`config.mk`:
```
export PLATFORM = sky130hd
export DESIGN_NAME = adaptive_gain_pcm_mixer
export DESIGN_NICKNAME = d
export VERILOG_FILES = /design/src/rtl/amix_pkg.sv /design/src/rtl/adaptive_gain_pcm_mixer.sv
export SDC_FILE = /design/constraint.sdc
export NUM_CORES = 1
export LEC_CHECK = 0
export BUFFER_PORTS_ARGS = -buffer_cell sky130_fd_sc_hd__buf_2
export CELL_PAD_IN_SITES_DETAIL_PLACEMENT = 1
export CELL_PAD_IN_SITES_GLOBAL_PLACEMENT = 2
export CORE_MARGIN = 2
export CORE_UTILIZATION = 35
export DETAILED_ROUTE_END_ITERATION = 10
export PLACE_DENSITY = 0.76
export SLEW_MARGIN = 25
export SYNTH_ARGS = -nofsm -noshare
export SYNTH_HDL_FRONTEND = slang
export SYNTH_SLANG_ARGS = --single-unit
```
`constraint.sdc`:
```
create_clock -name clk_i -period 7.5 [get_ports clk_i]
set_input_delay 0.75 -clock clk_i [delete_from_list [all_inputs] [get_ports clk_i]]
set_output_delay 0.75 -clock clk_i [all_outputs]
set_load 0.05 [all_outputs]
```
`src/rtl/amix_pkg.sv`:
```
// ----------------------------------------------------------------------------
// amix_pkg
// shared widths, constants and state codes of the adaptive gain pcm mixer
// ----------------------------------------------------------------------------
`default_nettype none

package amix_pkg;

  localparam int unsigned PcmWidth   = 16;
  localparam int unsigned SumWidth   = PcmWidth + 1;
  localparam int unsigned GainWidth  = 17;
  localparam int unsigned ShiftWidth = 4;
  localparam int unsigned CntWidth   = 4;

  localparam logic [GainWidth-1:0]  GainUnity     = 17'h10000;
  localparam logic [ShiftWidth-1:0] ShiftReset    = 4'd5;
  localparam logic [PcmWidth-1:0]   PcmMax        = 16'h7fff;
  localparam logic [PcmWidth-1:0]   PcmMin        = 16'h8000;
  localparam logic [SumWidth-1:0]   PcmMaxMag     = 17'h07fff;
  localparam logic [SumWidth-1:0]   PcmMinMag     = 17'h08000;
  localparam logic [CntWidth-1:0]   MulLastStep   = 4'd8;
  localparam logic [CntWidth-1:0]   DivLastStep   = 4'd7;

  typedef enum logic [6:0] {
    StIdle  = 7'b0000001,
    StAbs   = 7'b0000010,
    StMul   = 7'b0000100,
    StChk   = 7'b0001000,
    StDiv   = 7'b0010000,
    StRecov = 7'b0100000,
    StOut   = 7'b1000000
  } state_e;

endpackage

`default_nettype wire

```
`src/rtl/adaptive_gain_pcm_mixer.sv`:
```
// ----------------------------------------------------------------------------
// adaptive_gain_pcm_mixer
// two-stream pcm mixer with adaptive attenuation gain, radix-4 serial
// multiply and radix-4 serial restoring divide
// ----------------------------------------------------------------------------
// steps: accept, absolute value, serial multiply, clip check, divide when
//   the item clips and the new gain is divided out, recovery, output
// one item at a time: the input stalls until the result leaves the output
//   step; the 9-step multiplier and the 8-step divider share one sequencer
// reset: asynchronous active low, gain returns to unity and recovery shift to 5
`default_nettype none

module adaptive_gain_pcm_mixer (
  input  wire                                  clk_i,
  input  wire                                  rst_ni,
  input  wire                                  cfg_we_i,
  input  wire [amix_pkg::ShiftWidth-1:0]       cfg_wdata_i,
  input  wire                                  in_valid_i,
  output logic                                 in_stall_o,
  input  wire signed [amix_pkg::PcmWidth-1:0]  sample_a_i,
  input  wire signed [amix_pkg::PcmWidth-1:0]  sample_b_i,
  input  wire                                  frame_start_i,
  output logic                                 out_valid_o,
  input  wire                                  out_stall_i,
  output logic signed [amix_pkg::PcmWidth-1:0] mixed_sample_o
);

  import amix_pkg::*;

  state_e                state_q, state_d;
  logic [CntWidth-1:0]   cnt_q;
  logic [ShiftWidth-1:0] shift_q;
  logic [GainWidth-1:0]  gain_q;
  logic [SumWidth-1:0]   sum_q;
  logic                  sign_q;
  logic [SumWidth-1:0]   mag_q;
  logic [GainWidth:0]    mul_q;
  logic [SumWidth-1:0]   hi_q;
  logic [1:0]            lo_q;
  logic [SumWidth-1:0]   rem_q;
  logic [PcmWidth-1:0]   quo_q;
  logic                  clip_q;
  logic [PcmWidth-1:0]   res_q;
  logic                  out_valid_q;
  logic [PcmWidth-1:0]   out_data_q;

  logic                  in_acc;
  logic                  out_load;
  logic [SumWidth+1:0]   mul_sum;
  logic [SumWidth-1:0]   scaled;
  logic                  clip_pos;
  logic                  clip_neg;
  logic [SumWidth:0]     r1;
  logic                  ge1;
  logic [SumWidth-1:0]   r1s;
  logic [SumWidth:0]     r2;
  logic                  ge2;
  logic [SumWidth-1:0]   r2s;
  logic [GainWidth-1:0]  gain_base;
  logic [GainWidth-1:0]  gain_dist;

  assign in_stall_o     = (state_q != StIdle);
  assign in_acc         = in_valid_i && !in_stall_o;
  assign out_load       = (state_q == StOut) && (!out_valid_q || !out_stall_i);
  assign out_valid_o    = out_valid_q;
  assign mixed_sample_o = out_data_q;

  // one radix-4 digit of the multiplier
  always_comb begin
    mul_sum = {2'b00, hi_q}
            + (mul_q[0] ? {2'b00, mag_q} : '0)
            + (mul_q[1] ? {1'b0, mag_q, 1'b0} : '0);
  end

  assign scaled   = {hi_q[SumWidth-3:0], lo_q};
  assign clip_pos = !sign_q && (scaled > PcmMaxMag);
  assign clip_neg = sign_q && (scaled > PcmMinMag);

  // two restoring steps per cycle
  always_comb begin
    r1  = {rem_q, 1'b0};
    ge1 = (r1 >= {1'b0, mag_q});
    r1s = ge1 ? SumWidth'(r1 - {1'b0, mag_q}) : r1[SumWidth-1:0];
    r2  = {r1s, 1'b0};
    ge2 = (r2 >= {1'b0, mag_q});
    r2s = ge2 ? SumWidth'(r2 - {1'b0, mag_q}) : r2[SumWidth-1:0];
  end

  assign gain_base = clip_q ? {1'b0, quo_q} : gain_q;
  assign gain_dist = (GainUnity - gain_base) >> shift_q;

  always_comb begin
    state_d = state_q;
    case (state_q)
      StIdle:  if (in_acc) state_d = StAbs;
      StAbs:   state_d = StMul;
      StMul:   if (cnt_q == MulLastStep) state_d = StChk;
      StChk:   state_d = (clip_pos || clip_neg) ? StDiv : StRecov;
      StDiv:   if (cnt_q == DivLastStep) state_d = StRecov;
      StRecov: state_d = StOut;
      StOut:   if (out_load) state_d = StIdle;
      default: state_d = StIdle;
    endcase
  end

  always_ff @(posedge clk_i or negedge rst_ni) begin
    if (!rst_ni) begin
      state_q     <= StIdle;
      cnt_q       <= '0;
      shift_q     <= ShiftReset;
      gain_q      <= GainUnity;
      out_valid_q <= 1'b0;
    end else begin
      state_q <= state_d;
      if (cfg_we_i) begin
        shift_q <= cfg_wdata_i;
      end
      if (in_acc && frame_start_i) begin
        gain_q <= GainUnity;
      end
      if (state_q == StRecov) begin
        gain_q <= GainWidth'(gain_base + gain_dist);
      end
      if (state_q == StMul || state_q == StDiv) begin
        cnt_q <= cnt_q + 1'b1;
      end else begin
        cnt_q <= '0;
      end
      if (out_load) begin
        out_valid_q <= 1'b1;
      end else if (!out_stall_i) begin
        out_valid_q <= 1'b0;
      end
    end
  end

  // datapath, no reset
  always_ff @(posedge clk_i) begin
    if (in_acc) begin
      sum_q <= SumWidth'({sample_a_i[PcmWidth-1], sample_a_i})
             + SumWidth'({sample_b_i[PcmWidth-1], sample_b_i});
    end
    case (state_q)
      StAbs: begin
        sign_q <= sum_q[SumWidth-1];
        mag_q  <= sum_q[SumWidth-1] ? SumWidth'(-sum_q) : sum_q;
        mul_q  <= {1'b0, gain_q};
        hi_q   <= '0;
        lo_q   <= '0;
      end
      StMul: begin
        hi_q  <= mul_sum[SumWidth+1:2];
        lo_q  <= mul_sum[1:0];
        mul_q <= {2'b00, mul_q[GainWidth:2]};
      end
      StChk: begin
        clip_q <= clip_pos || clip_neg;
        mag_q  <= scaled;
        rem_q  <= clip_pos ? PcmMaxMag : PcmMinMag;
        quo_q  <= '0;
        if (clip_pos) begin
          res_q <= PcmMax;
        end else if (clip_neg) begin
          res_q <= PcmMin;
        end else if (sign_q) begin
          res_q <= PcmWidth'(-scaled[PcmWidth-1:0]);
        end else begin
          res_q <= scaled[PcmWidth-1:0];
        end
      end
      StDiv: begin
        rem_q <= r2s;
        quo_q <= {quo_q[PcmWidth-3:0], ge1, ge2};
      end
      default: begin
      end
    endcase
    if (out_load) begin
      out_data_q <= res_q;
    end
  end

endmodule

`default_nettype wire

```
Word-level counts from Yosys, hierarchy flattened:

Cells that the tools add are included.

* add/sub/neg operators: 10
* order comparisons: 4
* equal/unequal tests: 15
* shifts and indexed selects: 1
* muxes and demuxes: 26
* reductions and logical operators: 17

Operator list (count)
* 17-bit 2-to-1 mux: 7
* 17-bit one-hot mux with 2 select lines: 3
* 7-bit one-hot mux with 7 select lines: 1
* 16-bit 2-to-1 mux: 3
* 18-bit by 17-bit >= comparator with 1-bit output: 2
* 18-bit one-hot mux with 2 select lines: 1
* 17-bit subtractor: 2
* 16-bit one-hot mux with 2 select lines: 1
* 7-bit 2-to-1 mux: 4
* 18-bit by 18-bit adder with 19-bit output: 1
* 17-bit by 17-bit adder with 18-bit output: 1
* 18-bit 2-to-1 mux: 1
* 16-bit by 16-bit adder with 17-bit output: 1
* 17-bit adder: 1
* 17-bit by 15-bit > comparator with 1-bit output, second input constant: 1
* 17-bit by 16-bit > comparator with 1-bit output, second input constant: 1
* 17-bit negator: 1
* 17-bit by 4-bit right shift with 17-bit output: 1
* 17-bit subtractor, first input constant: 1
* 16-bit negator: 1
* 2-bit != test, second input constant: 4
* 2-bit nonzero test: 4
* 7-bit by 1-bit == test with 1-bit output, second input constant: 1
* 7-bit by 2-bit == test with 1-bit output, second input constant: 1
* other kinds (18): 28

* flip-flop bits (word level): 171
* input port bits: 42
* output and inout bits: 18
* word-level logic and storage cells: 89

Depth between registers and ports, before layout:

* depth in word-level cells: 6
* depth in mapped cells: 24
* mapped depth without buffers: 20

Worst setup path before layout:

OpenSTA, ideal clock, no wires.

* path kind: register to register
* start: register mag_q[0]
* end: register rem_q[3], data pin
* setup time: 278 ps
* arrival: 5073 ps
* required time: 7222 ps
* path slack: 2149 ps
* stages on the path, launching flop included: 23
* buffers on the path: 4
* path through: edfxtp_1 > inv_1 > fa_1 > a211oi_4 > o21ai_2 > a2111oi_4 > nor2_2 > or3_4 > nand2_4 > buf_4 > buf_4 > a21o_1 > ha_1 > and4_1 > a21o_1 > o41ai_4 > o31ai_1 > o22a_1 > a21oi_4 > and3_1 > buf_6 > buf_6 > a211oi_2

* longest elaborated chain between the ends: 5
* elaborated cells between the ends (all ways): 7
* classes of those cells: 2 x add/sub; 2 x order compare; 3 x mux

RTL lines
* from (decl): RTL line adaptive_gain_pcm_mixer.sv:36 `logic [SumWidth-1:0] mag_q;`
* from (signal assigned): RTL line adaptive_gain_pcm_mixer.sv:146 `mag_q <= sum_q[SumWidth-1] ? SumWidth'(-sum_q) : sum_q;`
* from (signal assigned): RTL line adaptive_gain_pcm_mixer.sv:158 `mag_q <= scaled;`
* 17-bit subtractor / 18-bit by 17-bit >= comparator with 1-bit output (equally long branches): RTL line adaptive_gain_pcm_mixer.sv:83, adaptive_gain_pcm_mixer.sv:82
* 17-bit 2-to-1 mux: RTL line adaptive_gain_pcm_mixer.sv:83 `r1s = ge1 ? SumWidth'(r1 - {1'b0, mag_q}) : r1[SumWidth-1:0];`
* 17-bit subtractor / 18-bit by 17-bit >= comparator with 1-bit output (equally long branches): RTL line adaptive_gain_pcm_mixer.sv:86, adaptive_gain_pcm_mixer.sv:85
* 17-bit 2-to-1 mux *: RTL line adaptive_gain_pcm_mixer.sv:86 `r2s = ge2 ? SumWidth'(r2 - {1'b0, mag_q}) : r2[SumWidth-1:0];`
* 17-bit one-hot mux with 2 select lines *: RTL line adaptive_gain_pcm_mixer.sv:143 `case (state_q)`
* to (signal assigned): RTL line adaptive_gain_pcm_mixer.sv:159 `rem_q <= clip_pos ? PcmMaxMag : PcmMinMag;`
* to (signal assigned): RTL line adaptive_gain_pcm_mixer.sv:172 `rem_q <= r2s;`
* to (decl): RTL line adaptive_gain_pcm_mixer.sv:40 `logic [SumWidth-1:0] rem_q;`

Every way passes the cells marked *; elsewhere a longest branch is shown, timed or not.
A chain may end at the register's enable or synchronous reset.

Worst setup path in the final report:

* start: register mag_q[0]
* end: register rem_q[12], data pin

Same word-level chain as after synthesis.

==> results.cfg <==
[status]
outcome = complete, no violations

[logic_synthesis]
netlist_instances = 1411
synth_ff_type = edfxtp_1
synth_fp_nets = 1562
async_flop_share = 0.194
yosysWarningCount = 0
synth_area_per_cell_um2 = 9.56
synth_edf_count = 137
ys_seq_elements = 170
mappedNetlistArea_um2 = 13500
ys_seq_area_frac = 0.367
synth_cell_types = 90

[clock_network]
htree_num_levels = 4
numCtsBuffers = 17
ctsHoldBuffers = 0
insertion_delay_ns = 0.44
ctsResizeCount = 0
clockBufferDepth = 2
cts_tree = yes
cts_sinks = 170
root_buffer = clkbuf_16
postCtsSetupBuffers = 0
clkTransAtPathRegs_ns = 0.07

[worst_setup_path]
cpLargestDelayFamily = compound AO/OA/AOI/OAI gates
slowest_delay_ns = 0.83
cp_slowest_cell = and3_1
required_ns = 7.64
cp-end-kind = flop
critPathLaunchType = flop
cp.arrival_ns = 6.75
critPathMaxFanout = 26
path_class = flop to flop
crit_chain = inv_1, fa_1, a211oi_4, o21ai_2, a2111oi_4, nor2_2, or3_4, nand2_4, mux2i_1, inv_1, ha_1, and4_1, a21o_1, o41ai_4, o31ai_1, o22a_1, a21oi_4, and3_1, a311oi_1
crit_buf_inv = 2
crit_path_frequent_cell = inv_1

[grt]
grt_pass1_vias = 11200
grtUsageTotal = 0.192
grt_pass1_wl_um = 61600
overflow = 0
antenna_found_initial = 0
grt_max_degree = 43

[power]
finalPower_mw = 5.29
p_leak_nw = 6.01
peakVddDrop_mv = 0.190
power_density_nw_per_um2 = 356

[cells_and_area]
syn_to_final_growth_pct = 10.0
fin_area_um2 = 14800
final_common_cell = nand2_1
finalNetCount = 1597
final_cell_mix = nand2_1 (141), edfxtp_1 (137), nor2_1 (112)
drive_above_1_share = 0.117
final_cells = 1969
fin_util = 0.392
antennaDiodeCount = 0

[floorplanning]
core_um2 = 37800
dieArea_um2 = 40100
start_util = 0.356
io-pin-count = 60
die_width_um = 200
chipHeight_um = 200
rows = 71

[detailed_routing]
drtIter0Drc = 695
wl_per_cell_um = 19.3
ant_nets = 0
vias = 10800
vias_per_cell = 5.51
drtPass1Iterations = 7
drc_errors = 0
wl_um = 38000

[sta]
whs_ns = 0.421
max_freq_ghz = 0.151
setup_viol = 0
relSlewSlack = 0.356
rsz0062_at_grt = no
finalCritPeriodShare = 0.880
worst_pin_slew_ns = 0.966
min_period_ns = 6.60
hold_viol = 0
worst_slack_ns = 0.897
drv_slew = 0
fin_skew_ns = 0.0135
fin_tns_setup_ns = 0

[place]
place_congestion = 0.815
placed_cells = 1938
dpl-instance-area_um2 = 14300
pre_cts_ws_ns = 0.988
hpwl_um = 29200
port_buffers = 59

[flow_run]
cap_violations = 0

[min_path]
worstHoldPathType = input pin to async pin
==> cell usage after synthesis (all sizes together), types with 15 or more instances <==
library cell,number,share of area
nand3,23,0.0095
nor2,113,0.032
and2,59,0.027
o21ai,74,0.028
a21o,24,0.013
xnor2,57,0.037
nand2,142,0.040
clkbuf,37,0.010
buf,19,0.0099
nor3,55,0.022
nand2b,20,0.0093
nor2b,15,0.0070
a311oi,17,0.012
a21oi,68,0.026
edfxtp,137,0.31
inv,73,0.020
xor2,38,0.025
mux2i,39,0.029
ha,89,0.083
a211oi,34,0.023
fa,20,0.030
dfrtp,29,0.054
mux2,17,0.014
==> flip-flops by register name, indices dropped and copies added, names as in the netlist <==
signal,cells
shift_q,4
hi_q,17
mag_q,17
res_q,16
cnt_q,4
gain_q,17
quo_q,16
rem_q,17
sum_q,17
sign_q,1
out_valid_o,1
mixed_sample_o,16
clip_q,1
lo_q,2
mul_q,17
state_q,7
==> final timing paths <==
path	from	endpoint	slack, ns	cells past startpoint
worst max-delay path	mag_q[0]$_DFFE_PP_	rem_q[12]$_DFFE_PP_	0.90	19
max in group asynchronous	rst_ni	state_q[3]$_DFFE_PN0P_	6.51	1
worst min register to register	res_q[8]$_SDFFCE_PP1P_	mixed_sample_o[8]$_DFFE_PP_	0.42	0
worst min-delay path	rst_ni	shift_q[1]$_DFFE_PN0P_	0.42	1
worst max register to register	mag_q[0]$_DFFE_PP_	rem_q[12]$_DFFE_PP_	0.90	19
min in group clk_i	res_q[8]$_SDFFCE_PP1P_	mixed_sample_o[8]$_DFFE_PP_	0.42	0
==> metal layers <==
layer	wire, um	track usage	up-vias
li1	-	-	5253
met1	18800	0.274	5415
met2	17600	0.310	156
met3	1230	0.0255	24
met4	425	0.0407	0
met5	0	0	-
==> where the power goes <==
group	switching [mW]	internal, mW
combinational	1.76	1.11
clock	0.409	0.493
sequential	0.231	1.29
==> cells by family (layout without fill, tap and decap cells) <==
kind of cell / after synthesis / in the layout / share of synthesized area
mux: 57 / 57 / 0.0451
compound gates: 340 / 340 / 0.181
buf+inv: 131 / 178 / 0.0411
xor+xnor: 95 / 95 / 0.0617
flops: 170 / 170 / 0.367
simple gates: 509 / 509 / 0.192
fa+ha+maj: 109 / 109 / 0.112
==> final cells by class <==
cell class,count,area [um2]
inverters,75,282
repair buffers,72,393
well taps,511,639
flip-flops and latches,170,4940
fillers,4421,23000
clock buffers,18,429
clock inverters,13,145
multi-input cells,1110,8010
Note: power is estimated with default switching activity, not from simulation.
